File: config.mk
export PLATFORM = sky130hd
export DESIGN_NAME = timed_rect_erase_scheduler_flat
export DESIGN_NICKNAME = d
export VERILOG_FILES = /design/src/rtl/tres_pkg.sv /design/src/rtl/tres_chan_if.sv /design/src/rtl/tres_cell.sv /design/src/rtl/tres_clip.sv /design/src/rtl/timed_rect_erase_scheduler.sv /design/src/flat_wrapper.sv
export SDC_FILE = /design/constraint.sdc
export NUM_CORES = 1
export LEC_CHECK = 0
export BUFFER_PORTS_ARGS = -buffer_cell sky130_fd_sc_hd__buf_2
export CELL_PAD_IN_SITES_DETAIL_PLACEMENT = 0
export CELL_PAD_IN_SITES_GLOBAL_PLACEMENT = 1
export CORE_ASPECT_RATIO = 0.5
export CORE_UTILIZATION = 53
export DETAILED_ROUTE_END_ITERATION = 16
export HOLD_SLACK_MARGIN = 0.08
export PLACE_DENSITY = 0.85
export SLEW_MARGIN = 25
export SYNTH_ARGS = -nofsm -noshare
export SYNTH_HDL_FRONTEND = slang
export SYNTH_SLANG_ARGS = --single-unit
File: constraint.sdc
create_clock -name clock -period 23.7 [get_ports clock]
set_clock_uncertainty 0.05 [all_clocks]
set_input_delay 3.555 -clock clock [delete_from_list [all_inputs] [get_ports clock]]
set_output_delay 3.555 -clock clock [all_outputs]
set_load 0.005 [all_outputs]
File: src/rtl/tres_pkg.sv
package tres_pkg;

   localparam int COORD_W = 16;
   localparam int DWELL_W = 20;
   localparam int PERIOD_W = 16;
   localparam int DIM_W = 12;
   localparam int POS_W = 11;
   localparam int LEN_W = 12;
   localparam int CSR_IDX_W = 3;

   localparam logic [DIM_W-1:0] MAX_SURFACE_DIM = 12'd2048;

   localparam logic CMD_ERASE = 1'b0;
   localparam logic CMD_TICK = 1'b1;

   localparam logic [CSR_IDX_W-1:0] CSR_MAX_DWELL = 3'd0;
   localparam logic [CSR_IDX_W-1:0] CSR_TICK_PERIOD = 3'd1;
   localparam logic [CSR_IDX_W-1:0] CSR_SURF_WIDTH = 3'd2;
   localparam logic [CSR_IDX_W-1:0] CSR_SURF_HEIGHT = 3'd3;
   localparam logic [CSR_IDX_W-1:0] CSR_SURF_LIVE = 3'd4;

   typedef struct packed {
      logic command;
      logic signed [COORD_W-1:0] rect_x;
      logic signed [COORD_W-1:0] rect_y;
      logic signed [COORD_W-1:0] rect_w;
      logic signed [COORD_W-1:0] rect_h;
      logic [DWELL_W-1:0] dwell_ms;
      logic panic;
   } req_type;

   typedef struct packed {
      logic [POS_W-1:0] erase_x;
      logic [POS_W-1:0] erase_y;
      logic [LEN_W-1:0] erase_w;
      logic [LEN_W-1:0] erase_h;
      logic last;
   } rsp_type;

   typedef struct packed {
      logic [CSR_IDX_W-1:0] reg_index;
      logic [DWELL_W-1:0] reg_data;
   } csr_type;

   typedef struct packed {
      logic used;
      logic signed [COORD_W-1:0] x;
      logic signed [COORD_W-1:0] y;
      logic signed [COORD_W-1:0] w;
      logic signed [COORD_W-1:0] h;
      logic [DWELL_W-1:0] remaining_ms;
   } slot_type;

   typedef struct packed {
      logic ok;
      logic [POS_W-1:0] x;
      logic [POS_W-1:0] y;
      logic [LEN_W-1:0] w;
      logic [LEN_W-1:0] h;
   } clip_type;

   typedef enum logic [1:0] {
      ST_IDLE,
      ST_DECODE,
      ST_SCAN,
      ST_FINISH
   } state_type;

endpackage

File: src/rtl/tres_chan_if.sv
interface tres_chan_if #(
   parameter type payload_type = logic
) ();
   logic valid;
   logic ready;
   payload_type data;

   modport source(output valid, output data, input ready);
   modport sink(input valid, input data, output ready);
endinterface

File: src/rtl/tres_cell.sv
module tres_cell (
   input logic clock,
   input logic reset,
   input logic shift_en,
   input tres_pkg::slot_type shift_in,
   input logic load_en,
   input tres_pkg::slot_type load_data,
   input logic clear_en,
   output tres_pkg::slot_type slot_out
);
   import tres_pkg::*;

   logic used_ff;
   slot_type data_ff;

   // Only the used flag is control state; the payload is valid only while used.
   always_ff @(posedge clock) begin
      if (reset) begin
         used_ff <= 1'b0;
      end else if (clear_en) begin
         used_ff <= 1'b0;
      end else if (load_en) begin
         used_ff <= 1'b1;
      end else if (shift_en) begin
         used_ff <= shift_in.used;
      end
   end

   always_ff @(posedge clock) begin
      if (load_en) begin
         data_ff <= load_data;
      end else if (shift_en) begin
         data_ff <= shift_in;
      end
   end

   always_comb begin
      slot_out = data_ff;
      slot_out.used = used_ff;
   end

endmodule

File: src/rtl/tres_clip.sv
module tres_clip (
   input logic live,
   input logic [tres_pkg::DIM_W-1:0] surf_w,
   input logic [tres_pkg::DIM_W-1:0] surf_h,
   input logic signed [tres_pkg::COORD_W-1:0] x,
   input logic signed [tres_pkg::COORD_W-1:0] y,
   input logic signed [tres_pkg::COORD_W-1:0] w,
   input logic signed [tres_pkg::COORD_W-1:0] h,
   output tres_pkg::clip_type result
);
   import tres_pkg::*;

   localparam int CW = COORD_W + 2;

   logic signed [CW-1:0] x0, y0, w0, h0;
   logic signed [CW-1:0] x1, y1, w1, h1;
   logic signed [CW-1:0] w2, h2;
   logic signed [CW-1:0] sw, sh;

   always_comb begin
      x0 = {{2{x[COORD_W-1]}}, x};
      y0 = {{2{y[COORD_W-1]}}, y};
      w0 = {{2{w[COORD_W-1]}}, w};
      h0 = {{2{h[COORD_W-1]}}, h};
      sw = {{(CW-DIM_W){1'b0}}, surf_w};
      sh = {{(CW-DIM_W){1'b0}}, surf_h};

      // A negative corner eats into the size and is pulled to the edge.
      w1 = (x0 < 0) ? w0 + x0 : w0;
      x1 = (x0 < 0) ? '0 : x0;
      h1 = (y0 < 0) ? h0 + y0 : h0;
      y1 = (y0 < 0) ? '0 : y0;

      w2 = (x1 + w1 > sw) ? sw - x1 : w1;
      h2 = (y1 + h1 > sh) ? sh - y1 : h1;

      result.ok = live && (w0 > 0) && (h0 > 0) && (x1 < sw) && (y1 < sh)
                  && (w2 > 0) && (h2 > 0);
      result.x = x1[POS_W-1:0];
      result.y = y1[POS_W-1:0];
      result.w = w2[LEN_W-1:0];
      result.h = h2[LEN_W-1:0];
   end

endmodule

File: src/rtl/timed_rect_erase_scheduler.sv
// Timed rectangle erase scheduler. Erase requests with a nonzero dwell are
// parked in one of PENDING_SLOTS pending slots (lowest free slot first, dwell
// clamped to max_dwell_ms); a request with zero dwell, or one that finds every
// slot taken, is erased at once. Each tick request stands for tick_period_ms
// of time: the slots are held in a ring of cells that rotates once around
// during the tick, so slot 0 is looked at first, and each slot either loses a
// period or expires and is emitted. A tick with panic frees every slot and
// emits one whole-surface erase. Every emitted rectangle is clipped to the
// surface and dropped if the clip is empty; nothing is emitted while
// surface_live is 0, and a tick then changes nothing. The last response
// caused by one request carries last = 1. A tick request that scans the slots
// passes through the decode, scan and finish states, the ring rotating one
// cell per cycle while the response register is free or being taken. A panic
// tick or an immediate erase goes from decode to finish; a tick on a dead
// surface and a stored erase request return to idle from decode. The finish
// step also waits while the response register is full and not taken.
// Configuration writes are always accepted and must be made while idle.
module timed_rect_erase_scheduler #(
   parameter int PENDING_SLOTS = 8
) (
   input logic clock,
   input logic reset,
   tres_chan_if.sink req_chan,
   tres_chan_if.source rsp_chan,
   tres_chan_if.sink csr_chan
);
   import tres_pkg::*;

   localparam int IDX_W = (PENDING_SLOTS > 1) ? $clog2(PENDING_SLOTS) : 1;
   localparam logic [IDX_W-1:0] LAST_IDX = IDX_W'(PENDING_SLOTS - 1);

   // Configuration registers.
   logic [DWELL_W-1:0] max_dwell_ff;
   logic [PERIOD_W-1:0] tick_period_ff;
   logic [DIM_W-1:0] surf_width_ff;
   logic [DIM_W-1:0] surf_height_ff;
   logic surf_live_ff;

   // Sequencer and datapath registers.
   state_type state_ff, state_in;
   req_type item_ff;
   logic [IDX_W-1:0] scan_cnt_ff;
   logic hold_valid_ff;
   clip_type hold_ff;
   logic rsp_valid_ff;
   rsp_type rsp_ff;

   // Control decoded from the state.
   logic req_ready;
   logic store_en;
   logic clear_en;
   logic shift_en;
   logic hold_load;
   logic out_load;
   logic out_last;
   logic out_free;

   slot_type cell_q [PENDING_SLOTS];
   slot_type head_next;
   slot_type new_slot;
   logic expire;
   logic [IDX_W-1:0] free_idx;
   logic any_free;
   logic [DWELL_W-1:0] clamped_ms;
   logic [DIM_W-1:0] surf_w_eff;
   logic [DIM_W-1:0] surf_h_eff;
   logic signed [COORD_W-1:0] clip_x, clip_y, clip_w, clip_h;
   clip_type clip_res;
   logic accept;

   assign accept = req_chan.valid && req_ready;
   assign req_chan.ready = req_ready;
   assign csr_chan.ready = 1'b1;
   assign rsp_chan.valid = rsp_valid_ff;
   assign rsp_chan.data = rsp_ff;
   assign out_free = !rsp_valid_ff || rsp_chan.ready;

   always_ff @(posedge clock) begin
      if (reset) begin
         max_dwell_ff <= 20'd10000;
         tick_period_ff <= 16'd150;
         surf_width_ff <= 12'd800;
         surf_height_ff <= 12'd480;
         surf_live_ff <= 1'b1;
      end else if (csr_chan.valid) begin
         case (csr_chan.data.reg_index)
            CSR_MAX_DWELL: max_dwell_ff <= csr_chan.data.reg_data;
            CSR_TICK_PERIOD: tick_period_ff <= csr_chan.data.reg_data[PERIOD_W-1:0];
            CSR_SURF_WIDTH: surf_width_ff <= csr_chan.data.reg_data[DIM_W-1:0];
            CSR_SURF_HEIGHT: surf_height_ff <= csr_chan.data.reg_data[DIM_W-1:0];
            CSR_SURF_LIVE: surf_live_ff <= csr_chan.data.reg_data[0];
            default: ;
         endcase
      end
   end

   // Sizes beyond the largest supported surface saturate for clipping.
   assign surf_w_eff = (surf_width_ff > MAX_SURFACE_DIM) ? MAX_SURFACE_DIM : surf_width_ff;
   assign surf_h_eff = (surf_height_ff > MAX_SURFACE_DIM) ? MAX_SURFACE_DIM : surf_height_ff;

   // Lowest free slot for a request that gets parked.
   always_comb begin
      free_idx = '0;
      any_free = 1'b0;
      for (int i = PENDING_SLOTS - 1; i >= 0; i--) begin
         if (!cell_q[i].used) begin
            free_idx = IDX_W'(i);
            any_free = 1'b1;
         end
      end
   end

   assign clamped_ms = (item_ff.dwell_ms > max_dwell_ff) ? max_dwell_ff : item_ff.dwell_ms;

   always_comb begin
      new_slot.used = 1'b1;
      new_slot.x = item_ff.rect_x;
      new_slot.y = item_ff.rect_y;
      new_slot.w = item_ff.rect_w;
      new_slot.h = item_ff.rect_h;
      new_slot.remaining_ms = clamped_ms;
   end

   // The head cell is the slot under inspection; after processing it goes
   // to the tail, so one full rotation brings every slot back to its place.
   assign expire = cell_q[0].used
                   && !(cell_q[0].remaining_ms > {{(DWELL_W-PERIOD_W){1'b0}}, tick_period_ff});

   always_comb begin
      head_next = cell_q[0];
      head_next.used = cell_q[0].used && !expire;
      head_next.remaining_ms = cell_q[0].remaining_ms
                               - {{(DWELL_W-PERIOD_W){1'b0}}, tick_period_ff};
   end

   for (genvar k = 0; k < PENDING_SLOTS; k++) begin : g_cell
      slot_type shift_src;
      if (k == PENDING_SLOTS - 1) begin : g_tail
         assign shift_src = head_next;
      end else begin : g_mid
         assign shift_src = cell_q[k+1];
      end
      tres_cell u_cell (
         .clock(clock),
         .reset(reset),
         .shift_en(shift_en),
         .shift_in(shift_src),
         .load_en(store_en && (free_idx == IDX_W'(k))),
         .load_data(new_slot),
         .clear_en(clear_en),
         .slot_out(cell_q[k])
      );
   end

   // The clip unit sees the request itself, the whole surface on a panic,
   // or the head slot during the rotation.
   always_comb begin
      if (state_ff == ST_DECODE && item_ff.command == CMD_ERASE) begin
         clip_x = item_ff.rect_x;
         clip_y = item_ff.rect_y;
         clip_w = item_ff.rect_w;
         clip_h = item_ff.rect_h;
      end else if (state_ff == ST_DECODE) begin
         clip_x = '0;
         clip_y = '0;
         clip_w = {{(COORD_W-DIM_W){1'b0}}, surf_w_eff};
         clip_h = {{(COORD_W-DIM_W){1'b0}}, surf_h_eff};
      end else begin
         clip_x = cell_q[0].x;
         clip_y = cell_q[0].y;
         clip_w = cell_q[0].w;
         clip_h = cell_q[0].h;
      end
   end

   tres_clip u_clip (
      .live(surf_live_ff),
      .surf_w(surf_w_eff),
      .surf_h(surf_h_eff),
      .x(clip_x),
      .y(clip_y),
      .w(clip_w),
      .h(clip_h),
      .result(clip_res)
   );

   // Next state.
   always_comb begin
      state_in = state_ff;
      case (state_ff)
         ST_IDLE: begin
            if (accept) begin
               state_in = ST_DECODE;
            end
         end
         ST_DECODE: begin
            if (item_ff.command == CMD_ERASE) begin
               if (item_ff.dwell_ms != '0 && any_free) begin
                  state_in = ST_IDLE;
               end else begin
                  state_in = ST_FINISH;
               end
            end else if (!surf_live_ff) begin
               state_in = ST_IDLE;
            end else if (item_ff.panic) begin
               state_in = ST_FINISH;
            end else begin
               state_in = ST_SCAN;
            end
         end
         ST_SCAN: begin
            if (out_free && scan_cnt_ff == LAST_IDX) begin
               state_in = ST_FINISH;
            end
         end
         ST_FINISH: begin
            if (out_free) begin
               state_in = ST_IDLE;
            end
         end
         default: state_in = ST_IDLE;
      endcase
   end

   // Outputs of the sequencer. A found erase waits in the hold register until
   // the next one shows up or the request ends, which tells whether it is last.
   always_comb begin
      req_ready = 1'b0;
      store_en = 1'b0;
      clear_en = 1'b0;
      shift_en = 1'b0;
      hold_load = 1'b0;
      out_load = 1'b0;
      out_last = 1'b0;
      case (state_ff)
         ST_IDLE: begin
            req_ready = 1'b1;
         end
         ST_DECODE: begin
            if (item_ff.command == CMD_ERASE) begin
               if (item_ff.dwell_ms != '0 && any_free) begin
                  store_en = 1'b1;
               end else begin
                  hold_load = clip_res.ok;
               end
            end else if (surf_live_ff && item_ff.panic) begin
               clear_en = 1'b1;
               hold_load = clip_res.ok;
            end
         end
         ST_SCAN: begin
            shift_en = out_free;
            hold_load = out_free && expire && clip_res.ok;
            out_load = hold_load && hold_valid_ff;
         end
         ST_FINISH: begin
            out_load = out_free && hold_valid_ff;
            out_last = 1'b1;
         end
         default: ;
      endcase
   end

   always_ff @(posedge clock) begin
      if (reset) begin
         state_ff <= ST_IDLE;
         hold_valid_ff <= 1'b0;
         rsp_valid_ff <= 1'b0;
      end else begin
         state_ff <= state_in;
         if (hold_load) begin
            hold_valid_ff <= 1'b1;
         end else if (out_load && out_last) begin
            hold_valid_ff <= 1'b0;
         end
         if (out_free) begin
            rsp_valid_ff <= out_load;
         end
      end
   end

   always_ff @(posedge clock) begin
      if (accept) begin
         item_ff <= req_chan.data;
      end
      if (state_ff == ST_DECODE) begin
         scan_cnt_ff <= '0;
      end else if (shift_en) begin
         scan_cnt_ff <= scan_cnt_ff + 1'b1;
      end
      if (hold_load) begin
         hold_ff <= clip_res;
      end
      if (out_load) begin
         rsp_ff.erase_x <= hold_ff.x;
         rsp_ff.erase_y <= hold_ff.y;
         rsp_ff.erase_w <= hold_ff.w;
         rsp_ff.erase_h <= hold_ff.h;
         rsp_ff.last <= out_last;
      end
   end

endmodule

File: src/flat_wrapper.sv
// flat-port wrapper written by rule: the top's interface ports become plain ports
module timed_rect_erase_scheduler_flat import tres_pkg::*;
#(
   parameter int PENDING_SLOTS = 8
)
  (clock, reset, req_chan_valid, req_chan_data, req_chan_ready, rsp_chan_valid, rsp_chan_data, rsp_chan_ready, csr_chan_valid, csr_chan_data, csr_chan_ready);
  tres_chan_if #(.payload_type(req_type)) req_chan_i ();
  tres_chan_if #(.payload_type(rsp_type)) rsp_chan_i ();
  tres_chan_if #(.payload_type(csr_type)) csr_chan_i ();
  input logic clock;
  input logic reset;
  input wire logic [$bits(req_chan_i.valid)-1:0] req_chan_valid;
  input wire logic [$bits(req_chan_i.data)-1:0] req_chan_data;
  output wire logic [$bits(req_chan_i.ready)-1:0] req_chan_ready;
  output wire logic [$bits(rsp_chan_i.valid)-1:0] rsp_chan_valid;
  output wire logic [$bits(rsp_chan_i.data)-1:0] rsp_chan_data;
  input wire logic [$bits(rsp_chan_i.ready)-1:0] rsp_chan_ready;
  input wire logic [$bits(csr_chan_i.valid)-1:0] csr_chan_valid;
  input wire logic [$bits(csr_chan_i.data)-1:0] csr_chan_data;
  output wire logic [$bits(csr_chan_i.ready)-1:0] csr_chan_ready;
  assign req_chan_i.valid = req_chan_valid;
  assign req_chan_i.data = req_chan_data;
  assign req_chan_ready = req_chan_i.ready;
  assign rsp_chan_valid = rsp_chan_i.valid;
  assign rsp_chan_data = rsp_chan_i.data;
  assign rsp_chan_i.ready = rsp_chan_ready;
  assign csr_chan_i.valid = csr_chan_valid;
  assign csr_chan_i.data = csr_chan_data;
  assign csr_chan_ready = csr_chan_i.ready;
  timed_rect_erase_scheduler #(.PENDING_SLOTS(PENDING_SLOTS)) u_core (.clock(clock), .reset(reset), .req_chan(req_chan_i), .rsp_chan(rsp_chan_i), .csr_chan(csr_chan_i));
endmodule
# Word-level counts from Yosys, hierarchy flattened
# Cells that the tools add are included.
[word_totals]
register_bits = 927
input_bits = 114
output_inout_bits = 50
[op_classes]
addsub = 8
magnitude_cmp = 14
n_eq_ne = 18
muxes = 89
bitwise = 1
n_reduce_logical = 50
[ops]
columns = ["operator", "n"]
rows = [
  ["2-to-1 mux 84 bit", 16],
  ["2-to-1 mux 16 bit", 8],
  ["2-to-1 mux 18 bit", 6],
  ["2-to-1 mux 1 bit", 39],
  ["adder 18 bit", 2],
  ["> comparator 18 x 1 -> 1 bit (second input constant)", 2],
  ["> comparator 18 x 13 -> 1 bit", 2],
  ["< comparator 18 x 13 -> 1 bit", 2],
  ["subtractor 13 x 18 -> 18 bit", 2],
  ["adder 16 x 16 -> 17 bit", 2],
  ["> comparator 16 x 1 -> 1 bit (second input constant)", 2],
  ["< comparator 16 x 1 -> 1 bit (second input constant)", 2],
  ["logical AND 1 bit", 26],
  ["> comparator 12 bit (second input constant)", 2],
  ["2-to-1 mux 12 bit", 2],
  ["2-to-1 mux 3 bit", 8],
  ["> comparator 20 x 16 -> 1 bit", 1],
  ["> comparator 20 bit", 1],
  ["2-to-1 mux 20 bit", 1],
  ["nonzero test 20 bit", 1],
  ["subtractor 20 x 16 -> 20 bit", 1],
  ["== test 3 bit (second input constant)", 6],
  ["nonzero test 2 bit", 9],
  ["== test 3 x 2 -> 1 bit (second input constant)", 4],
  ["16 further kinds", 33],
]

# Logic depth before layout (Yosys ltp)
[logic_depth]
depth_word = 18
ltp_mapped = 37
ltp_nobuf = 33

# By module
# A second synthesis with hierarchy kept.
[unflattened]
hier_cells = 3361
area_unflattened_um2 = 47197.8
[by_module_without_submodules]
columns = ["module", "instances", "cells_each", "area_each_um2", "seq_area_each_um2"]
rows = [
  ["tres_cell", 8, 184, 3761.1, 2542.4],
  ["timed_rect_erase_scheduler", 1, 1005, 11125.7, 6736.5],
  ["tres_clip", 1, 884, 5983.2, 0.0],
]

# Least setup slack after synthesis
# Ideal clock, no wire load.
[synth_timing]
kind = "register to register"
from = "reg (tool-made name)"
to = "reg u_core.rsp_ff (netlist bit u_core.rsp_chan.data[0]), enable pin"
setup_time_ps = 522
arrival_ps = 10031
required_ps = 23128
slack_ps = 13097
stages_incl_launch_ff = 33
n_path_buf = 4
period_less_slack_ps = 10603
path_cell_list = "dfxtp_1 inv_1 ha_1 clkbuf_1 buf_1 clkbuf_1 buf_1 nand2_1 o2bb2ai_1 ha_1 inv_1 fa_1 nor2b_1 o31ai_1 a2bb2oi_1 a21o_1 a21oi_1 xor2_1 o21ai_0 ha_1 a21o_1 a31oi_1 xnor2_1 ha_1 a21oi_1 o311ai_0 o31ai_1 o211ai_1 nor4_1 nand3_1 o21ai_1 nand3_2 o31ai_1"
[synth_rtl]
columns = ["element", "line", "text"]
rows = [
  ["end, declared", "timed_rect_erase_scheduler.sv:46", "rsp_type rsp_ff;"],
]

==> qor.csv <==
metric;value;unit
outcome;completed;
# port buffers;162;
drt total wl;128000;um
detailed-route wire length per cell;26.3;um
leakage;17.9;nW
share of cells above drive strength 1;0.220;
commonest cells after routing, fill and taps aside;edfxtp_1 (851), nand2_1 (469), mux2_2 (460), a21oi_1 (297), nor2_1 (244);
CP endpoint kind;register;
Placer Congestion;0.980;
number of remaining DRC errors;0;
worst hold start;u_core.hold_ff[44];
Yosys cell types;77;
Tot GR Track Use;0.299;
P_int;2.99;mW
H-tree Lvls;3;
first-pass GRT wire length;188000;um
CTS clk-pin slew, worst paths;70;ps
Tcrit/Tclk final;0.389;
R2R depth;30;
Final Slew Violations;0;
synthesized area per cell;12.5;um2
total congestion overflow;0;
crit path time final;9210;ps
Post-Synthesis Cells;3573;
delay of the slowest critical-path stage;650;ps
Reg power frac;0.442;
maxcap violations;0;
Clock Power Share;0.314;
Mapped Nets;3849;
count of state elements after synthesis;927;
Post-synth EDFFs;851;
1st-iter DRT viols;3035;
CTS Root Cell;clkbuf_16;
Post-synth ARST share;0;
f_max;109;MHz
DP Wirelength;84400;um
clock tree buffer depth;3;
CP max-delay cell;buf_4;
initial antenna violation count;3;
drt via density;6.08;
critical path class;reg2reg;
die height;207;um
Die W;413;um
Num Clock Sinks;927;
startpoint types;register;
final hold vios;0;
Comb power frac;0.244;
row cnt;74;
crit path DAT;9490;ps
total core area;82600;um2
worst-margin pin slew;1050;ps
NetSw;1.36;mW
top_reg_cell synth;edfxtp_1;
post-route ant nets;0;
largest vdd supply drop;0.0627;mV
Via Count;29600;
router iterations before antenna repair;8;
final setup vio count;0;
Mapped Area;44700;um2
setup TNS;0;ps
clk_lat worst skew;700;ps
Pwr Density;87.8;nW/um2
Req. time, crit path;23980;ps
FF-to-FF setup slack;14490;ps
CTS tree;built;
# Post-CTS Setup Buffers;0;
area delta synth->final;10.7;%
leading cell type in the layout, fill and taps excluded;edfxtp_1;
register area share after synthesis;0.605;
post-layout util;0.599;
Final Non-Filler Cells;4870;
Initial Util;0.541;
Slew headroom;0.301;
worst setup path end;u_core.hold_ff[27];
largest net degree at the start of global routing;105;
total CTS buffers;82;
RSZ-0062 raised after global routing;no;
crit path max fanout;66;
Syn. warnings;0;
Die ar.;85600;um2
CTS resizes;0;
fillcell total;6565;
total power;4.34;mW
layout net count;3971;
Net Sw Frac;0.312;
Post-CTS Hold Fix Bufs;0;
reg2reg end;u_core.hold_ff[27];
Worst Hold Class;reg2reg;
number of top-level pins;164;
vias in the first global route;29200;
placed insts;4711;
## state kept, by name, summed over array words and instances (netlist names), 12 cells and up, named ones only
name                           flops
u_core.item_ff                    86
u_core.rsp_chan.data              47
u_core.g_cell.u_cell.slot_out    672
u_core.hold_ff                    46
u_core.surf_width_ff              12
u_core.max_dwell_ff               20
u_core.surf_height_ff             12
u_core.tick_period_ff             16
## worst min path at each step
stage                                    end  slack (ps)  cells after the start
CTS                 u_core.rsp_chan.data[45]         360                      0
global route        u_core.rsp_chan.data[21]         370                      0
global placement    u_core.rsp_chan.data[18]         350                      0
detailed placement  u_core.rsp_chan.data[22]         350                      0
floorplan           u_core.rsp_chan.data[10]         350                      0
finish              u_core.rsp_chan.data[45]         370                      0
## power groups by stage
stage	sequential, mW	clock (mW)	combinational, mW
3_3_place_gp	1.95	0	1.05
4_1_cts	1.92	1.38	1.05
6_report	1.92	1.37	1.06
2_1_floorplan	1.93	0	0.736
5_1_grt	1.93	1.44	1.16
3_5_place_dp	1.95	0	1.04
## cells by family (layout without fill, tap and decap cells)
logic type,count (synthesis),after routing,synth area share
AOI/OAI and AO/OA,613,613,0.0838
xor gates and xnor gates,71,71,0.0139
adders and majority gates,162,162,0.0465
buffers and inverters,314,506,0.0269
DFF,927,927,0.605
muxes,514,514,0.128
other,1,4,0.0000839
and+or+nand+nor,971,971,0.0955
## worst max-delay path: cells and delay by family (launching register included)
kind | cells | cell delay [ps]
DFF | 1 | 350
and+or+nand+nor | 6 | 1810
AOI/OAI and AO/OA | 13 | 3310
buffers and inverters | 4 | 1240
xor gates and xnor gates | 2 | 320
adders and majority gates | 5 | 1690
## metrics by stage
step | setup slack [ps] | area [um2] | hold slack [ps]
final | 14490 | 49500 | 366
after global routing | 13760 | 49500 | 373
after CTS | 14590 | 49400 | 364
after detailed placement | 14670 | 46700 | 355
after global placement | 14670 | 46700 | 350
after floorplan | 13100 | 44700 | 350
## synthesized netlist by cell type (all sizes together) (10+ instances only)
| cell | n | area share |
|---|---|---|
| a211o | 13 | 0.0025 |
| nor2b | 37 | 0.0052 |
| nand2b | 25 | 0.0035 |
| xnor2 | 49 | 0.0096 |
| o21ai | 92 | 0.010 |
| a22oi | 10 | 0.0020 |
| xor2 | 22 | 0.0043 |
| nand3 | 26 | 0.0030 |
| mux2 | 460 | 0.12 |
| edfxtp | 851 | 0.57 |
| ha | 155 | 0.043 |
| nor4 | 24 | 0.0034 |
| o21a | 22 | 0.0037 |
| nand4 | 23 | 0.0032 |
| a21oi | 297 | 0.033 |
| a211oi | 13 | 0.0022 |
| a21o | 35 | 0.0059 |
| nor3 | 24 | 0.0027 |
| or3 | 13 | 0.0018 |
| nor2 | 250 | 0.021 |
| and2 | 11 | 0.0015 |
| o31ai | 14 | 0.0024 |
| mux2i | 54 | 0.012 |
| o2bb2ai | 15 | 0.0029 |
| inv | 151 | 0.013 |
| buf | 28 | 0.0029 |
| nand2 | 478 | 0.040 |
| dfxtp | 76 | 0.034 |
| nand3b | 23 | 0.0039 |
| a31oi | 26 | 0.0036 |
| a22o | 12 | 0.0024 |
| clkbuf | 135 | 0.011 |
## layout make-up
class / instances / area [um2] / area share
sequential: 927 / 27100 / 0.547
multi-input combinational: 2332 / 16600 / 0.336
clock buffer: 111 / 2240 / 0.0453
tap: 1102 / 1380 / 0.0279
timing repair buffer: 201 / 1160 / 0.0234
inverter: 151 / 567 / 0.0114
clock inverter: 43 / 448 / 0.00905
antenna: 3 / 7.51 / 0.000152
## metal layers
layer,vias to the layer above,GRT usage,part of all wire
met2,1152,0.444,0.44
met5,-,0,0.00090
li1,13400,-,-
met4,2,0.0678,0.020
met3,170,0.0941,0.098
met1,14800,0.429,0.44
Power figures use the tool's default switching activity.
